### src/ce3_pkg.sv
package ce3_pkg;

  // Frame geometry limits.
  localparam int MAX_WIDTH = 1024;
  localparam int AW        = $clog2(MAX_WIDTH);
  localparam int ROW_LIMIT = 1024;
  localparam int YW        = 10;

  // Field and register widths.
  localparam int PIX_W   = 8;
  localparam int COEF_W  = 24;
  localparam int DIM_W   = 11;
  localparam int IDX_W   = 3;
  localparam int VAL_W   = 14;
  localparam int COORD_W = 10;
  localparam int PROD_W  = 17;
  localparam int SUM_W   = 21;
  localparam int FRAC_W  = 6;

  // Request queue between the front and the back.
  localparam int QDEPTH = 4;
  localparam int QAW    = $clog2(QDEPTH);

  // Register indexes.
  localparam logic [IDX_W-1:0] REG_IMAGE_WIDTH  = 3'd0;
  localparam logic [IDX_W-1:0] REG_IMAGE_HEIGHT = 3'd1;
  localparam logic [IDX_W-1:0] REG_COEF_TOP     = 3'd2;
  localparam logic [IDX_W-1:0] REG_COEF_MID     = 3'd3;
  localparam logic [IDX_W-1:0] REG_COEF_BOTTOM  = 3'd4;

  // Bit positions of the results one pixel can cause, in output order.
  localparam int RES_UP_LEFT  = 0;
  localparam int RES_UP_EDGE  = 1;
  localparam int RES_CUR_LEFT = 2;
  localparam int RES_CUR_EDGE = 3;
  localparam int NRES         = 4;

  typedef struct packed {
    logic [AW-1:0] wm1;
    logic [YW-1:0] hm1;
  } geom_t;

  typedef struct packed {
    logic [8:0][PIX_W-1:0] win;
    logic [AW-1:0]         x;
    logic [YW-1:0]         y;
    logic [NRES-1:0]       mask;
  } entry_t;

endpackage

### src/ce3_back.sv
module ce3_back import ce3_pkg::*; (
  input  logic                   clk,
  input  logic                   rst,
  input  logic [2:0][COEF_W-1:0] coef,
  input  entry_t                 head,
  input  logic                   empty,
  output logic                   pop,
  output logic                   result_valid,
  input  logic                   result_ready,
  output logic [VAL_W-1:0]       filtered_value,
  output logic [COORD_W-1:0]     out_col,
  output logic [COORD_W-1:0]     out_row,
  output logic                   frame_done,
  output logic                   run_last
);

  logic            en, issue, last;
  logic [NRES-1:0] done, remaining, kbit;
  logic            edge_col, up_row;
  logic [1:0]      ci [3];
  logic [1:0]      ri [3];
  logic [AW-1:0]   ox;
  logic [YW-1:0]   oy;

  logic                            p_valid, p_fd, p_last;
  logic [8:0][PROD_W-1:0]          prod, prod_next;
  logic [AW-1:0]                   p_col;
  logic [YW-1:0]                   p_row;
  logic signed [SUM_W-1:0]         sum;

  assign en        = !result_valid || result_ready;
  assign remaining = head.mask & ~done;

  // Pick the first result still owed by the head request.
  always_comb begin
    kbit = '0;
    priority if (remaining[RES_UP_LEFT])  kbit[RES_UP_LEFT]  = 1'b1;
    else if (remaining[RES_UP_EDGE])      kbit[RES_UP_EDGE]  = 1'b1;
    else if (remaining[RES_CUR_LEFT])     kbit[RES_CUR_LEFT] = 1'b1;
    else                                  kbit[RES_CUR_EDGE] = 1'b1;
  end

  assign issue = !empty && en;
  assign last  = ((remaining & ~kbit) == '0);
  assign pop   = issue && last;

  always_ff @(posedge clk) begin
    if (rst) begin
      done <= '0;
    end else if (pop) begin
      done <= '0;
    end else if (issue) begin
      done <= done | kbit;
    end
  end

  // Window columns and rows that the clamped neighborhood maps onto.
  assign edge_col = kbit[RES_UP_EDGE] || kbit[RES_CUR_EDGE];
  assign up_row   = kbit[RES_UP_LEFT] || kbit[RES_UP_EDGE];

  always_comb begin
    if (edge_col) begin
      ci[0] = (head.x != '0) ? 2'd1 : 2'd2;
      ci[1] = 2'd2;
      ci[2] = 2'd2;
    end else begin
      ci[0] = (head.x == AW'(1)) ? 2'd1 : 2'd0;
      ci[1] = 2'd1;
      ci[2] = 2'd2;
    end
    if (up_row) begin
      ri[0] = (head.y == YW'(1)) ? 2'd1 : 2'd0;
      ri[1] = 2'd1;
      ri[2] = 2'd2;
    end else begin
      ri[0] = (head.y != '0) ? 2'd1 : 2'd2;
      ri[1] = 2'd2;
      ri[2] = 2'd2;
    end
  end

  assign ox = edge_col ? head.x : head.x - 1'b1;
  assign oy = up_row ? head.y - 1'b1 : head.y;

  // Nine tap products.
  always_comb begin
    logic [3:0]       idx;
    logic [PIX_W-1:0] tap;
    for (int i = 0; i < 3; i++) begin
      for (int j = 0; j < 3; j++) begin
        idx = {2'b00, ri[i]} * 4'd3 + {2'b00, ci[j]};
        tap = coef[i][8*j +: 8];
        prod_next[3*i+j] = PROD_W'($signed({1'b0, head.win[idx]}) * $signed(tap));
      end
    end
  end

  // Product stage.
  always_ff @(posedge clk) begin
    if (rst) begin
      p_valid <= 1'b0;
    end else if (en) begin
      p_valid <= issue;
    end
    if (issue) begin
      prod   <= prod_next;
      p_col  <= ox;
      p_row  <= oy;
      p_fd   <= kbit[RES_CUR_EDGE];
      p_last <= last;
    end
  end

  // Sum of products; the output register floors it by the fraction shift.
  always_comb begin
    sum = '0;
    for (int k = 0; k < 9; k++) begin
      sum = sum + SUM_W'($signed(prod[k]));
    end
  end

  // Output register.
  always_ff @(posedge clk) begin
    if (rst) begin
      result_valid <= 1'b0;
    end else if (en) begin
      result_valid <= p_valid;
    end
    if (en && p_valid) begin
      filtered_value <= VAL_W'(sum >>> FRAC_W);
      out_col        <= COORD_W'(p_col);
      out_row        <= COORD_W'(p_row);
      frame_done     <= p_fd;
      run_last       <= p_last;
    end
  end

endmodule

### config.mk
export PLATFORM = sky130hd
export DESIGN_NAME = ce3_back
export DESIGN_NICKNAME = d
export VERILOG_FILES = /design/src/ce3_pkg.sv /design/src/ce3_back.sv
export SDC_FILE = /design/constraint.sdc
export NUM_CORES = 2
export LEC_CHECK = 0
export BUFFER_PORTS_ARGS = -buffer_cell sky130_fd_sc_hd__buf_2
export CORE_MARGIN = 2
export CORE_UTILIZATION = 61
export DETAILED_ROUTE_END_ITERATION = 16
export PLACE_DENSITY = 0.8
export SLEW_MARGIN = 20
export SYNTH_ARGS = -nofsm -noshare
export SYNTH_HDL_FRONTEND = slang
export SYNTH_SLANG_ARGS = --single-unit
### constraint.sdc
create_clock -name clk -period 27.1 [get_ports clk]
set_clock_uncertainty 0.15 [all_clocks]
set_input_delay 4.065 -clock clk [delete_from_list [all_inputs] [get_ports clk]]
set_output_delay 4.065 -clock clk [all_outputs]
set_load 0.02 [all_outputs]
==> reports/results.ini <==
[outcome]
status=finished clean

[worst_setup_path]
timing_worst_setup_path_type=primary input to flop
crit_path_top_delay_cell=fa_1
max_stage_delay_ps=1130
rr_startpoint=done[1]$_SDFFE_PP0P_
endpoint_kind=flop
worstRegToRegCells=26
r2r_slack_ps=16890
crit_fanout=26
startpoint_type=primary input
r2r-end=prod[32]$_DFFE_PP_
worstPathArrival_ps=13870
critical_path_required_ps=27250

[synth]
syn_area_um2=34070
yosysSeqAreaShare=0.1895
synth_nets=4449
synth_edf_count=211
netlist_instances=3401
synth-seq-cells=217
synth_flop_cell=edfxtp_1
postSynthAreaPerCell_um2=10.02
yosys_warnings=0
async_reset_ff_frac=0
netlist-cell-type-count=80

[clock_network]
clk_pin_slew_ps=60
cts_tree=done
clockRootBuffer=clkbuf_16
worstSkewPairLatency_ps=550
numCtsBuffers=24
h-tree-depth=1
hold_buffers=0
clock-sinks=217
clockBufferDepth=3
cts_resized=0
post-cts-setup-buffers=0

[detailed_routing]
antenna_left=0
first_pass_iters=6
routed_wl_um=96210
drc=0
routedWlPerCell_um=21.98
vias=26107
vias_per_cell=5.965
first_iter_violations=2462

[finish]
layout-drive-gt1-share=0.1027
multi_input_area_um2=24950
fillers=4284
nets=4653
final-seq-area_um2=6456
mostFrequentLayoutCell=inv_1
layout_common_cells=inv_1 (653), fa_1 (455), ha_1 (421)
syn2layout_area_growth_pct=8.155

[sta]
period_needed_ps=13720
slew_headroom=0.1963
fmax_mhz=72.88
hold_violations=0
rsz0062_at_grt=no
drv_slew=0
finalCritPeriodShare=0.5063
finalSetupTns_ps=0
setup_viol=0
worstMarginPinSlew_ps=1193
layout_setup_ws_ps=13380

[global_route]
grt_pass1_vias=26550
grt_antenna_before_repair=15
grt_max_degree=83
grtUsageTotal=0.3429
grt_pass1_wl_um=149100
grt_overflow=0

[hold_path]
holdPathEnd=out_col[0]$_DFFE_PP_
worstHoldPathCells=0
hold_class=flop to flop
min_from=p_col[0]$_DFFE_PP_

[die]
dieArea_um2=57770
core_area_um2=55200
pin_count=210
die_width_um=240.3
initial_core_util=0.6173
rows=86
die_h_um=240.3

[placed_design]
dpl_worst_slack_ps=13110
dp_hpwl_um=76660
gp_congestion=1.009
port_buffers=209

[job]
cap_violations=0

## synthesized netlist by cell type, drive strengths merged (7+ instances only)
library cell  instances  area [µm²]
nor3                 30       150.1
nor2                129       499.2
mux2i                78       780.8
nand2               279        1052
nand3                32       165.2
and2                246        1539
mux2                 15       168.9
nor4                 14       117.6
o22ai                 9       56.30
a2111oi              11       97.59
fa                  455        9109
nand2b               42       262.8
ha                  421        5268
a211oi               18       140.1
or3                   7       43.79
a2bb2oi               9       78.83
xnor2               117        1062
clkbuf               33       123.9
or2                  24       150.1
a31oi                14       87.58
mux4                 45        1013
buf                  20       87.59
o31a                 10       87.58
a21o                 13       97.59
o211ai               19       142.6
o21ai                50       254.0
edfxtp              211        6336
xor2                 13       113.9
a21oi               133       665.6
o21a                 34       255.2
nor2b               109       681.9
and3                 20       125.1
inv                 656        2462
## routing by layer
| layer | global-route usage | vias to the layer above | wire length, µm |
|---|---|---|---|
| li1 | - | 11533 | - |
| met1 | 0.4491 | 12836 | 36480 |
| met2 | 0.5446 | 1384 | 44210 |
| met3 | 0.08197 | 340 | 10010 |
| met4 | 0.1513 | 14 | 5404 |
| met5 | 0 | - | 103 |
## worst max-delay path, delay by kind of cell
family / cells / cell delay [ps]
xor+xnor: 1 / 90
simple gates: 6 / 2340
fa+ha+maj: 8 / 4410
buf+inv: 6 / 600
compound gates: 7 / 2320
## through the flow
step / cell area, µm² / util / cells / hold WS (ps)
3_3_place_gp: 36020 / 0.6525 / 4326 / 250.9
2_1_floorplan: 34070 / - / 3401 / 250.3
6_report: 36850 / 0.6676 / 4377 / 269.1
5_1_grt: 36850 / 0.6676 / 4376 / 275.9
4_1_cts: 36810 / 0.6668 / 4369 / 269.7
3_5_place_dp: 36020 / 0.6525 / 4326 / 254.5
## final cells by class
type | instances | area share
antenna | 7 | 0.0004753
clock buffer | 29 | 0.01765
clock inverter | 14 | 0.003701
inverter | 659 | 0.06712
multi-input combinational | 2472 | 0.6771
sequential | 217 | 0.1752
tap | 748 | 0.02540
timing repair buffer | 231 | 0.03341
## state kept, by name (all words and copies together), names as in the netlist
name,flops
done,4
filtered_value,14
frame_done,1
out_col,10
out_row,10
p_col,10
p_fd,1
p_last,1
p_row,10
p_valid,1
prod,153
result_valid,1
run_last,1
## worst max path at each step
stage	end	from	cells past startpoint	slack (ps)
after floorplan	pop	result_ready	3	10460
after global placement	prod[32]$_DFFE_PP_	head[5]	28	13270
after detailed placement	prod[33]$_DFFE_PP_	head[5]	28	13110
after CTS	prod[32]$_DFFE_PP_	head[5]	28	13660
after global routing	prod[32]$_DFFE_PP_	head[5]	28	12830
final	prod[32]$_DFFE_PP_	head[5]	28	13380
## logic make-up (layout without fill, tap and decap cells)
logic type,count (synthesis),in the layout,synth area share
XOR/XNOR,130,130,0.03452
AND/OR/NAND/NOR,951,951,0.1449
AO/OA/AOI/OAI,377,377,0.07278
multiplexers,138,138,0.05761
flip-flops,217,217,0.1895
other,0,7,0
adder cells (fa/ha/maj),876,876,0.4219
buffers and inverters,712,933,0.07880
Power is not shown: default switching activity piles up to over one toggle a cycle in this logic, so the estimate is an artifact.
