**src/ce3_pkg.sv**
```systemverilog
package ce3_pkg;

  // Frame geometry limits.
  localparam int MAX_WIDTH = 1024;
  localparam int AW        = $clog2(MAX_WIDTH);
  localparam int ROW_LIMIT = 1024;
  localparam int YW        = 10;

  // Field and register widths.
  localparam int PIX_W   = 8;
  localparam int COEF_W  = 24;
  localparam int DIM_W   = 11;
  localparam int IDX_W   = 3;
  localparam int VAL_W   = 14;
  localparam int COORD_W = 10;
  localparam int PROD_W  = 17;
  localparam int SUM_W   = 21;
  localparam int FRAC_W  = 6;

  // Request queue between the front and the back.
  localparam int QDEPTH = 4;
  localparam int QAW    = $clog2(QDEPTH);

  // Register indexes.
  localparam logic [IDX_W-1:0] REG_IMAGE_WIDTH  = 3'd0;
  localparam logic [IDX_W-1:0] REG_IMAGE_HEIGHT = 3'd1;
  localparam logic [IDX_W-1:0] REG_COEF_TOP     = 3'd2;
  localparam logic [IDX_W-1:0] REG_COEF_MID     = 3'd3;
  localparam logic [IDX_W-1:0] REG_COEF_BOTTOM  = 3'd4;

  // Bit positions of the results one pixel can cause, in output order.
  localparam int RES_UP_LEFT  = 0;
  localparam int RES_UP_EDGE  = 1;
  localparam int RES_CUR_LEFT = 2;
  localparam int RES_CUR_EDGE = 3;
  localparam int NRES         = 4;

  typedef struct packed {
    logic [AW-1:0] wm1;
    logic [YW-1:0] hm1;
  } geom_t;

  typedef struct packed {
    logic [8:0][PIX_W-1:0] win;
    logic [AW-1:0]         x;
    logic [YW-1:0]         y;
    logic [NRES-1:0]       mask;
  } entry_t;

endpackage

```
**src/ce3_queue.sv**
```systemverilog
module ce3_queue import ce3_pkg::*; (
  input  logic   clk,
  input  logic   rst,
  input  logic   push,
  input  entry_t push_entry,
  input  logic   pop,
  output entry_t head,
  output logic   full,
  output logic   empty
);

  entry_t         slots [QDEPTH];
  logic [QAW-1:0] wr_ptr, rd_ptr;
  logic [QAW:0]   count;

  assign full  = (count == (QAW+1)'(QDEPTH));
  assign empty = (count == '0);
  assign head  = slots[rd_ptr];

  // Storage write.
  always_ff @(posedge clk) begin
    if (push) begin
      slots[wr_ptr] <= push_entry;
    end
  end

  // Pointers and fill level.
  always_ff @(posedge clk) begin
    if (rst) begin
      wr_ptr <= '0;
      rd_ptr <= '0;
      count  <= '0;
    end else begin
      if (push) wr_ptr <= wr_ptr + 1'b1;
      if (pop)  rd_ptr <= rd_ptr + 1'b1;
      if (push && !pop) begin
        count <= count + 1'b1;
      end else if (pop && !push) begin
        count <= count - 1'b1;
      end
    end
  end

endmodule

```
**config.mk**
```make
export PLATFORM = sky130hd
export DESIGN_NAME = ce3_queue
export DESIGN_NICKNAME = d
export VERILOG_FILES = /design/src/ce3_pkg.sv /design/src/ce3_queue.sv
export SDC_FILE = /design/constraint.sdc
export NUM_CORES = 1
export LEC_CHECK = 0
export BUFFER_PORTS_ARGS = -buffer_cell sky130_fd_sc_hd__buf_2
export CAP_MARGIN = 20
export CORE_AREA = 8 8 179 181
export DETAILED_ROUTE_END_ITERATION = 12
export DIE_AREA = 0 0 187 189
export PLACE_DENSITY = 0.7
export SETUP_SLACK_MARGIN = 0.05
export SYNTH_ARGS = -nofsm -noshare
export SYNTH_HDL_FRONTEND = slang
export SYNTH_SLANG_ARGS = --single-unit
```
**constraint.sdc**
```tcl
create_clock -name clk -period 4.5 [get_ports clk]
set_clock_uncertainty 0.05 [all_clocks]
set_input_delay 0 -clock clk [delete_from_list [all_inputs] [get_ports clk]]
set_output_delay 0 -clock clk [all_outputs]
set_load 0.01 [all_outputs]
```
==> results of run 1 <==
[cells in the mapped netlist (all sizes together), types with 2 or more instances]
| master | number | area, µm² |
|---|---|---|
| mux2i | 2 | 20.0 |
| dfxtp | 9 | 180 |
| and2 | 4 | 25.0 |
| ha | 5 | 62.6 |
| clkbuf | 6 | 22.5 |
| buf | 17 | 146 |
| mux4 | 96 | 2160 |
| xor2 | 3 | 26.3 |
| xnor2 | 2 | 17.5 |
| inv | 4 | 15.0 |
| edfxtp | 384 | 11500 |
| nor2 | 7 | 26.3 |
[power by group through the flow]
stage               Sequential [mW]  Clock, mW  Combinational, mW
CTS                            4.30       3.21              0.819
detailed placement             4.38          0              0.742
floorplan                      4.32          0              0.467
global placement               4.36          0              0.723
finish                         4.30       3.15              0.799
global route                   4.32       3.35              0.866
[worst register-to-register path: stages (launching register included)]
cell and delay [ns]:
dfxtp_1 0.35, inv_1 0.09, ha_1 0.14, and2_4 0.79, buf_4 0.61
[logic make-up after synthesis]
| family | share of synthesized area |
|---|---|
| buffers and inverters | 0.0129 |
| muxes | 0.153 |
| DFF | 0.820 |
| and+or+nand+nor | 0.00517 |
| adders and majority gates | 0.00578 |
| xor gates and xnor gates | 0.00307 |
| AOI/OAI and AO/OA | 0.000700 |
[flip-flops by register name, indices dropped and copies added, names as in the netlist, named ones only]
signal,cells
slots,384
count,3
rd_ptr,2
wr_ptr,2
[per-stage QoR]
| step | power [mW] | hold slack (ns) | instance area (µm²) | instances | setup WS (ns) |
|---|---|---|---|---|---|
| after floorplan | 4.79 | 0.0489 | 14300 | 546 | 1.22 |
| after global placement | 5.09 | 0.161 | 15700 | 1118 | 2.15 |
| after detailed placement | 5.12 | 0.166 | 15700 | 1118 | 2.09 |
| after CTS | 8.33 | 0.173 | 18000 | 1291 | 1.63 |
| after global routing | 8.53 | 0.178 | 18000 | 1294 | 1.50 |
| final | 8.25 | 0.181 | 18000 | 1294 | 1.74 |
[worst max-delay path by stage]
stage	end	depth (start not counted)	start	slack (ns)
5_1_grt	head[93]	3	register	1.50
4_1_cts	head[55]	3	register	1.63
2_1_floorplan	slots[0][0]	3	wr_ptr[0]	1.22
3_5_place_dp	slots[0][2]	4	wr_ptr[0]	2.09
6_report	head[55]	3	register	1.74
3_3_place_gp	slots[0][2]	4	wr_ptr[0]	2.15
[final cells by class]
class | instances | share of cell area
Inverter | 4 | 0.000836
Timing Repair Buffer | 305 | 0.115
Tap cell | 390 | 0.0272
Antenna cell | 3 | 0.000418
Clock inverter | 22 | 0.0106
Multi-Input combinational cell | 126 | 0.134
Sequential cell | 393 | 0.652
Clock buffer | 51 | 0.0603
[per-layer routing]
| layer | up-vias | share of wire | track usage |
|---|---|---|---|
| met5 | - | 0 | 0 |
| met4 | 0 | 0.022 | 0.0446 |
| met3 | 49 | 0.084 | 0.0522 |
| met2 | 274 | 0.48 | 0.254 |
| met1 | 3506 | 0.41 | 0.210 |
| li1 | 2999 | - | - |
==> reports/results.tsv, run 1 <==
metric	value	unit
status	completed	
crit_chain	buf_4 > mux4_2 > buf_2	
die_height	189	µm
hold_end	slots[0][33]	
critPathCaptureType	output port	
post-route-period-util	0.613	
worstSetupPathType	reg -> out	
tightestPinTransition	1.09	ns
hold_buffers	100	
r2r_cells	4	
hold_viol	0	
syn-num-nets	652	
post-route-util	0.614	
cts_setup_buffers	0	
cellLeakagePower	6.11	nW
track_usage	0.160	
wl_per_cell	21.9	µm
vdd_drop_max	257	µV
die_area	35300	µm²
fmax	0.363	GHz
syn_inst	546	
insertion_delay	0.52	ns
io_buffers	197	
ys_seq_elements	393	
r2r_end	slots[1][14]	
synth_cell_types	22	
slew_headroom	0.272	
via_per_inst	5.28	
area.growth.synth_to_final	25.7	%
cts-buffers-inserted	40	
via_count	6828	
cts.sink_count	393	
crit_path_start_kind	register	
antenna_left	0	
max_stage_delay	0.96	ns
cp_max_fo	46	
p_int	6.48	mW
grt_pass1_vias	7489	
cp.required	4.45	ns
drc_errors	0	
arrival	2.71	ns
h-tree-depth	2	
cts_tree	built	
yosys_warnings	0	
multi_input_area	2400	µm²
tns	0	ns
ys_seq_area_frac	0.820	
powerDensity	459	nW/µm²
power_frac_comb	0.097	
post_cts_resized	0	
cpMaxStageDelayCell	dfxtp_4	
mostFrequentLayoutCells	384 x edfxtp_1, 197 x buf_2, 100 x dlygate4sd3_1, 96 x mux4_2, 41 x clkbuf_16	
hold_depth	2	
gr-total-overflow	0	
worstHoldStart	push_entry[33]	
min_path_type	in -> reg	
ys.flop_type	edfxtp_1	
p_switching	1.76	mW
p_clk_frac	0.382	
drive_gt1_frac	0.404	
cap_viol_max_count	0	
rsz0062_at_grt	false	
ff_latch_area	11700	µm²
routed_wl	28300	µm
path_delay_family	flip-flops	
io_pins	198	
switching_share	0.214	
path_clk_slew	0.06	ns
async_reset_ff_frac	0	
reg2reg_slack	2.11	ns
hpwl	17800	µm
synth_edf_count	384	
rows	63	
drt_iter0_drc	459	
setup_viol	0	
grt_max_degree	75	
clockRootBuffer	clkbuf_16	
netlist_area	14300	µm²
place_congestion	0.768	
final-max-slew-violation-count	0	
die_x	187	µm
first_pass_iters	4	
clockBufferDepth	3	
synth_area_per_cell	26.2	µm²
initial_utilization	0.489	
reg2reg_from	wr_ptr[1]	
fill_cells	2040	
fin_nets	976	
pwr-share-seq	0.521	
period_needed	2.76	ns
worst-path-buf-inv	2	
antenna_found_initial	3	
grt_pass1_wl	43700	µm
final_common_cell	edfxtp_1	
core	29200	µm²
Power figures use the tool's default switching activity.
==> inputs of run 2 (changes only) <==
Settings changed: ABC_AREA from default to 1, CORE_AREA 8 8 179 181 to 8 8 181 183, DIE_AREA 0 0 187 189 to 0 0 189 191.
Clock period 4.5 ns to 2.7 ns, I/O delays scaled along.
==> run 2 against run 1 <==
Compared with the run above: power grew 67%; die area grew 2.1%; sequential cell count is the same; synthesized cell count grew 81%; worst hold slack gained 0.0056 ns; design area grew 2.2%; sequential power grew 64%; final cell count grew 32%; highest routed layer unchanged.
==> reports/results.tsv, run 2 <==
metric	value	unit
setup_viol	0	
yosysTopAreaCell	edfxtp_1	
antenna_left	0	
rows	64	
routed_wl	32500	µm
drive_gt1_frac	0.216	
slew_headroom	0.515	
hpwl	18300	µm
muxShareOfSynthArea	0	
tns	0	ns
insertion_delay	0.51	ns
antenna_found_initial	0	
largest_reg_flops	384	
fmax	0.423	GHz
cts_setup_buffers	0	
synth_cell_types	22	
vdd_drop_max	781	µV
post-route-util	0.612	
ys.flop_type	edfxtp_1	
die_height	191	µm
grt_use_met3	0.0376	
die_x	189	µm
grt_max_degree	109	
cp_max_fo	60	
clockBufferDepth	3	
fin_area	18400	µm²
finalWorstSetupSlack	0.337	ns
cp.required	2.65	ns
track_usage	0.176	
io_buffers	197	
synthAdderAreaFrac	0.00561	
grtUsageMet1	0.231	
post-route-period-util	0.875	
status	completed	
netlist_area	14700	µm²
synth-simple-area-share	0.0542	
hold_ws	0.186	ns
arrival	2.31	ns
core	30000	µm²
cts_tree	built	
place_ws	0.645	ns
n_antenna_cell	0	
synth.top_cell.area_share	0.783	
cellLeakagePower	6.47	nW
syn_inst	986	
ys_seq_area_frac	0.796	
reg_top3	slots x384, count x3	
power	13.8	mW
mostFrequentLayoutCells	384 x edfxtp_1, 198 x nor2_1, 197 x buf_2, 106 x o21ai_0, 100 x dlygate4sd3_1	
io_pins	198	
dpl_cell_area	16100	µm²
met2_usage	0.298	
synth_area_per_cell	14.9	µm²
drc_errors	0	
tightestPinTransition	0.727	ns
gr-total-overflow	0	
crit_path_start_kind	register	
synth-compound-area-share	0.109	
wl_per_cell	19.1	µm
post_cts_resized	0	
yosys_warnings	0	
area.growth.synth_to_final	24.8	%
cap_viol_max_count	0	
syn-num-nets	1092	
cts.sink_count	393	
place_congestion	0.728	
period_needed	2.36	ns
synthTopCellsByArea	edfxtp_1 78%, nor2_1 5.0%, o22ai_1 4.1%	
powerDensity	750	nW/µm²
critPathCaptureType	output port	
hold_viol	0	
path_clk_slew	0.06	ns
grt-busiest-layer	met2	
top_register	slots	
cts-buffers-inserted	40	
fin_nets	1389	
clockRootBuffer	clkbuf_16	
rsz0062_at_grt	false	
grt_pass1_wl	50400	µm
synth_common_cells	384 x edfxtp_1, 198 x nor2_1, 106 x o21ai_0	
ys_seq_elements	393	
worstSetupPathType	reg -> out	
final_common_cell	edfxtp_1	
min_path_type	in -> reg	
via_count	9137	
worstHoldStart	push_entry[69]	
die_area	36100	µm²
h-tree-depth	2	
synth_top_family_by_area	compound AO/OA/AOI/OAI gates	
initial_utilization	0.490	
synth_xor_xnor_area_share	0.000595	
grt_pass1_vias	9040	
yosysMostFrequentCell	edfxtp_1	
async_reset_ff_frac	0	
first_pass_iters	5	
reg2reg_from	wr_ptr[1]	
drt_iter0_drc	743	
synth_edf_count	384	
layoutNonFillerInstCount	1708	
place_inst	1537	
via_per_inst	5.35	
final-max-slew-violation-count	0	
[run 2: changes by cell type after synthesis, sizes merged, moves of 4 or more]
cell and change:
and2 -4, buf +25, clkbuf +14, inv +13, mux4 -96, nand2 +8
nor2 +191, o21ai +196, o22ai +96
[run 2: worst max-delay path: stages, from the launching register on]
cell and delay [ns]:
dfxtp_4 0.53, buf_4 0.56, o21ai_0 0.22, o22ai_1 0.27
buf_2 0.19
[run 2: area by class of cell]
type                    count  area, µm²
well taps                 396        495
clock buffers              45       1060
clock inverters            26        228
repair buffers            317       2290
flip-flops and latches    393      11700
fillers                  2222      11700
multi-input cells         514       2490
inverters                  17       85.1
[run 2: worst paths after layout]
kind | slack (ns) | to | cells past startpoint
worst min-delay path | 0.19 | slots[0][69] | 2
worst min register to register | 0.39 | register | 1
worst max-delay path | 0.34 | head[63] | 4
worst max register to register | 0.66 | slots[1][49] | 5
[run 2: kinds of logic (layout without fill, tap and decap cells)]
kind of cell,Yosys count,after routing
buffers and inverters,79,405
xor gates and xnor gates,1,1
adders and majority gates,6,6
DFF,393,393
and+or+nand+nor,211,211
AOI/OAI and AO/OA,296,296
[run 2: power breakdown]
part	total, mW	switching (mW)	internal, mW	leakage (nW)
combinational	1.37	0.851	0.515	2.24
clock	5.37	2.17	3.20	0.628
sequential	7.04	0.0701	6.97	3.60
total	13.8	3.09	10.7	6.47
[run 2: layer usage]
| metal | vias up | share of wire |
|---|---|---|
| met5 | - | 0 |
| met3 | 41 | 0.067 |
| met4 | 0 | 0.015 |
| met1 | 4497 | 0.43 |
| met2 | 290 | 0.49 |
| li1 | 4309 | - |
[run 2: repair_timing]
action | in CTS | in global routing
hold buffers | 100 | 0
setup endpoints to repair | 0 | 0
endpoints found under the hold margin | 393 | 0
==> inputs of run 3 (changes only) <==
Settings changed: CTS_BUF_LIST from default to sky130_fd_sc_hd__clkbuf_4.
==> run 3 against run 2 <==
Compared with the run above: sequential power hardly changed; design area is 4.4% higher; worst setup slack worse by 0.11 ns; final cell count is 11% higher; core utilization is 2.7 points higher; first-iteration DRC count is 8.5% lower; register-to-register slack worse by 0.02 ns; largest power group unchanged.
==> reports/results.tsv, run 3 (synthesis results as in run 2) <==
metric	value	unit
drive_gt1_frac	0.255	
crit_path_start_kind	register	
cap_viol_max_count	0	
hold_ws	0.0733	ns
grt_pass1_wl	53700	µm
die_x	189	µm
post-route-period-util	0.917	
r2r_end	slots[1][78]	
p_clk_frac	0.364	
clockBufferDepth	3	
cts.sink_count	393	
place_congestion	0.728	
mostFrequentLayoutCells	384 x edfxtp_1, 198 x nor2_1, 197 x buf_2, 185 x dlygate4sd3_1, 150 x clkbuf_4	
hold_viol	0	
hold_end	slots[0][76]	
cellLeakagePower	6.94	nW
die_area	36100	µm²
cts_setup_buffers	0	
p_int	10.3	mW
vdd_drop_max	438	µV
min_path_type	in -> reg	
clockRootBuffer	clkbuf_4	
final-max-slew-violation-count	0	
largest_reg_flops	384	
cp.required	2.65	ns
layoutNonFillerInstCount	1888	
top_register	slots	
power	13.4	mW
io_pins	198	
finalWorstSetupSlack	0.225	ns
power_frac_comb	0.110	
area.growth.synth_to_final	30.2	%
hpwl	18300	µm
reg_top3	slots x384, count x3	
powerDensity	698	nW/µm²
drc_errors	0	
track_usage	0.187	
reg2reg_slack	0.64	ns
antenna_found_initial	1	
status	completed	
h-tree-depth	3	
fin_nets	1531	
cp_max_fo	61	
rsz0062_at_grt	false	
rows	64	
period_needed	2.48	ns
antenna_left	0	
insertion_delay	0.66	ns
first_pass_iters	5	
drt_iter0_drc	680	
gr-total-overflow	0	
place_inst	1537	
place_ws	0.645	ns
setup_viol	0	
core	30000	µm²
routed_wl	34400	µm
reg2reg_from	wr_ptr[1]	
io_buffers	197	
p_switching	3.13	mW
slew_headroom	0.509	
pwr-share-seq	0.526	
final_common_cell	edfxtp_1	
hold_depth	2	
via_count	9951	
worstSetupPathType	reg -> out	
r2r_cells	5	
path_clk_slew	0.06	ns
switching_share	0.234	
cts-buffers-inserted	97	
grt_pass1_vias	10223	
tns	0	ns
critPathCaptureType	output port	
cts_tree	built	
initial_utilization	0.490	
worstHoldStart	push_entry[76]	
wl_per_cell	18.2	µm
arrival	2.43	ns
fmax	0.404	GHz
tightestPinTransition	0.736	ns
grt_max_degree	109	
via_per_inst	5.27	
die_height	191	µm
[run 3: cell count changes in the layout (fill, tap and decap cells not counted), sizes merged]
cell         delta
bufinv          -2
clkbuf        +105
clkinvlp        -3
dlygate4sd3    +85
clkinv          -8
diode           +3
[run 3: worst max path at each step]
stage	to	slack, ns	depth (start not counted)
floorplan	slots[0][0]	0.16	4
detailed placement	slots[1][56]	0.64	5
global route	head[79]	0.05	5
CTS	head[63]	0.1	4
finish	head[79]	0.22	5
global placement	slots[1][50]	0.63	5
[run 3: layout make-up]
cell class	instances	area (µm²)
Tap cell	396	495
Inverter	17	85.1
Multi-Input combinational cell	514	2490
Fill cell	2210	10900
Antenna cell	3	7.51
Timing Repair Buffer	402	3140
Clock buffer	150	1130
Clock inverter	13	108
Sequential cell	393	11700
[run 3: per-layer routing]
| layer | share of wire | wire length (µm) | track usage |
|---|---|---|---|
| met2 | 0.49 | 17000 | 0.314 |
| met3 | 0.073 | 2500 | 0.0507 |
| met4 | 0.017 | 582 | 0.0595 |
| met1 | 0.42 | 14400 | 0.233 |
| met5 | 0 | 0 | 0 |
[run 3: timing repair]
action,in CTS,in global routing
resized for setup,0,1
hold endpoints to repair,415,4
endpoints found under the setup margin,0,9
hold buffers,184,1
[run 3: power by group through the flow]
stage / clock network (mW) / logic [mW] / registers, mW
floorplan: 0 / 0.714 / 7.16
global placement: 0 / 1.24 / 7.16
detailed placement: 0 / 1.26 / 7.17
CTS: 4.98 / 1.48 / 7.04
global route: 5.32 / 1.61 / 7.06
finish: 4.87 / 1.47 / 7.04
[run 3: through the flow]
stage,utilization,area [µm²]
final,0.639,19200
after global routing,0.638,19200
after CTS,0.638,19200
after detailed placement,0.535,16100
after global placement,0.535,16100
after floorplan,-,14700
[run 3: worst max-delay path: stages (launching register included)]
cell and delay (ns):
dfxtp_4 0.44, inv_6 0.42, buf_4 0.34, nor2_1 0.07, o22ai_1 0.27, buf_2 0.19
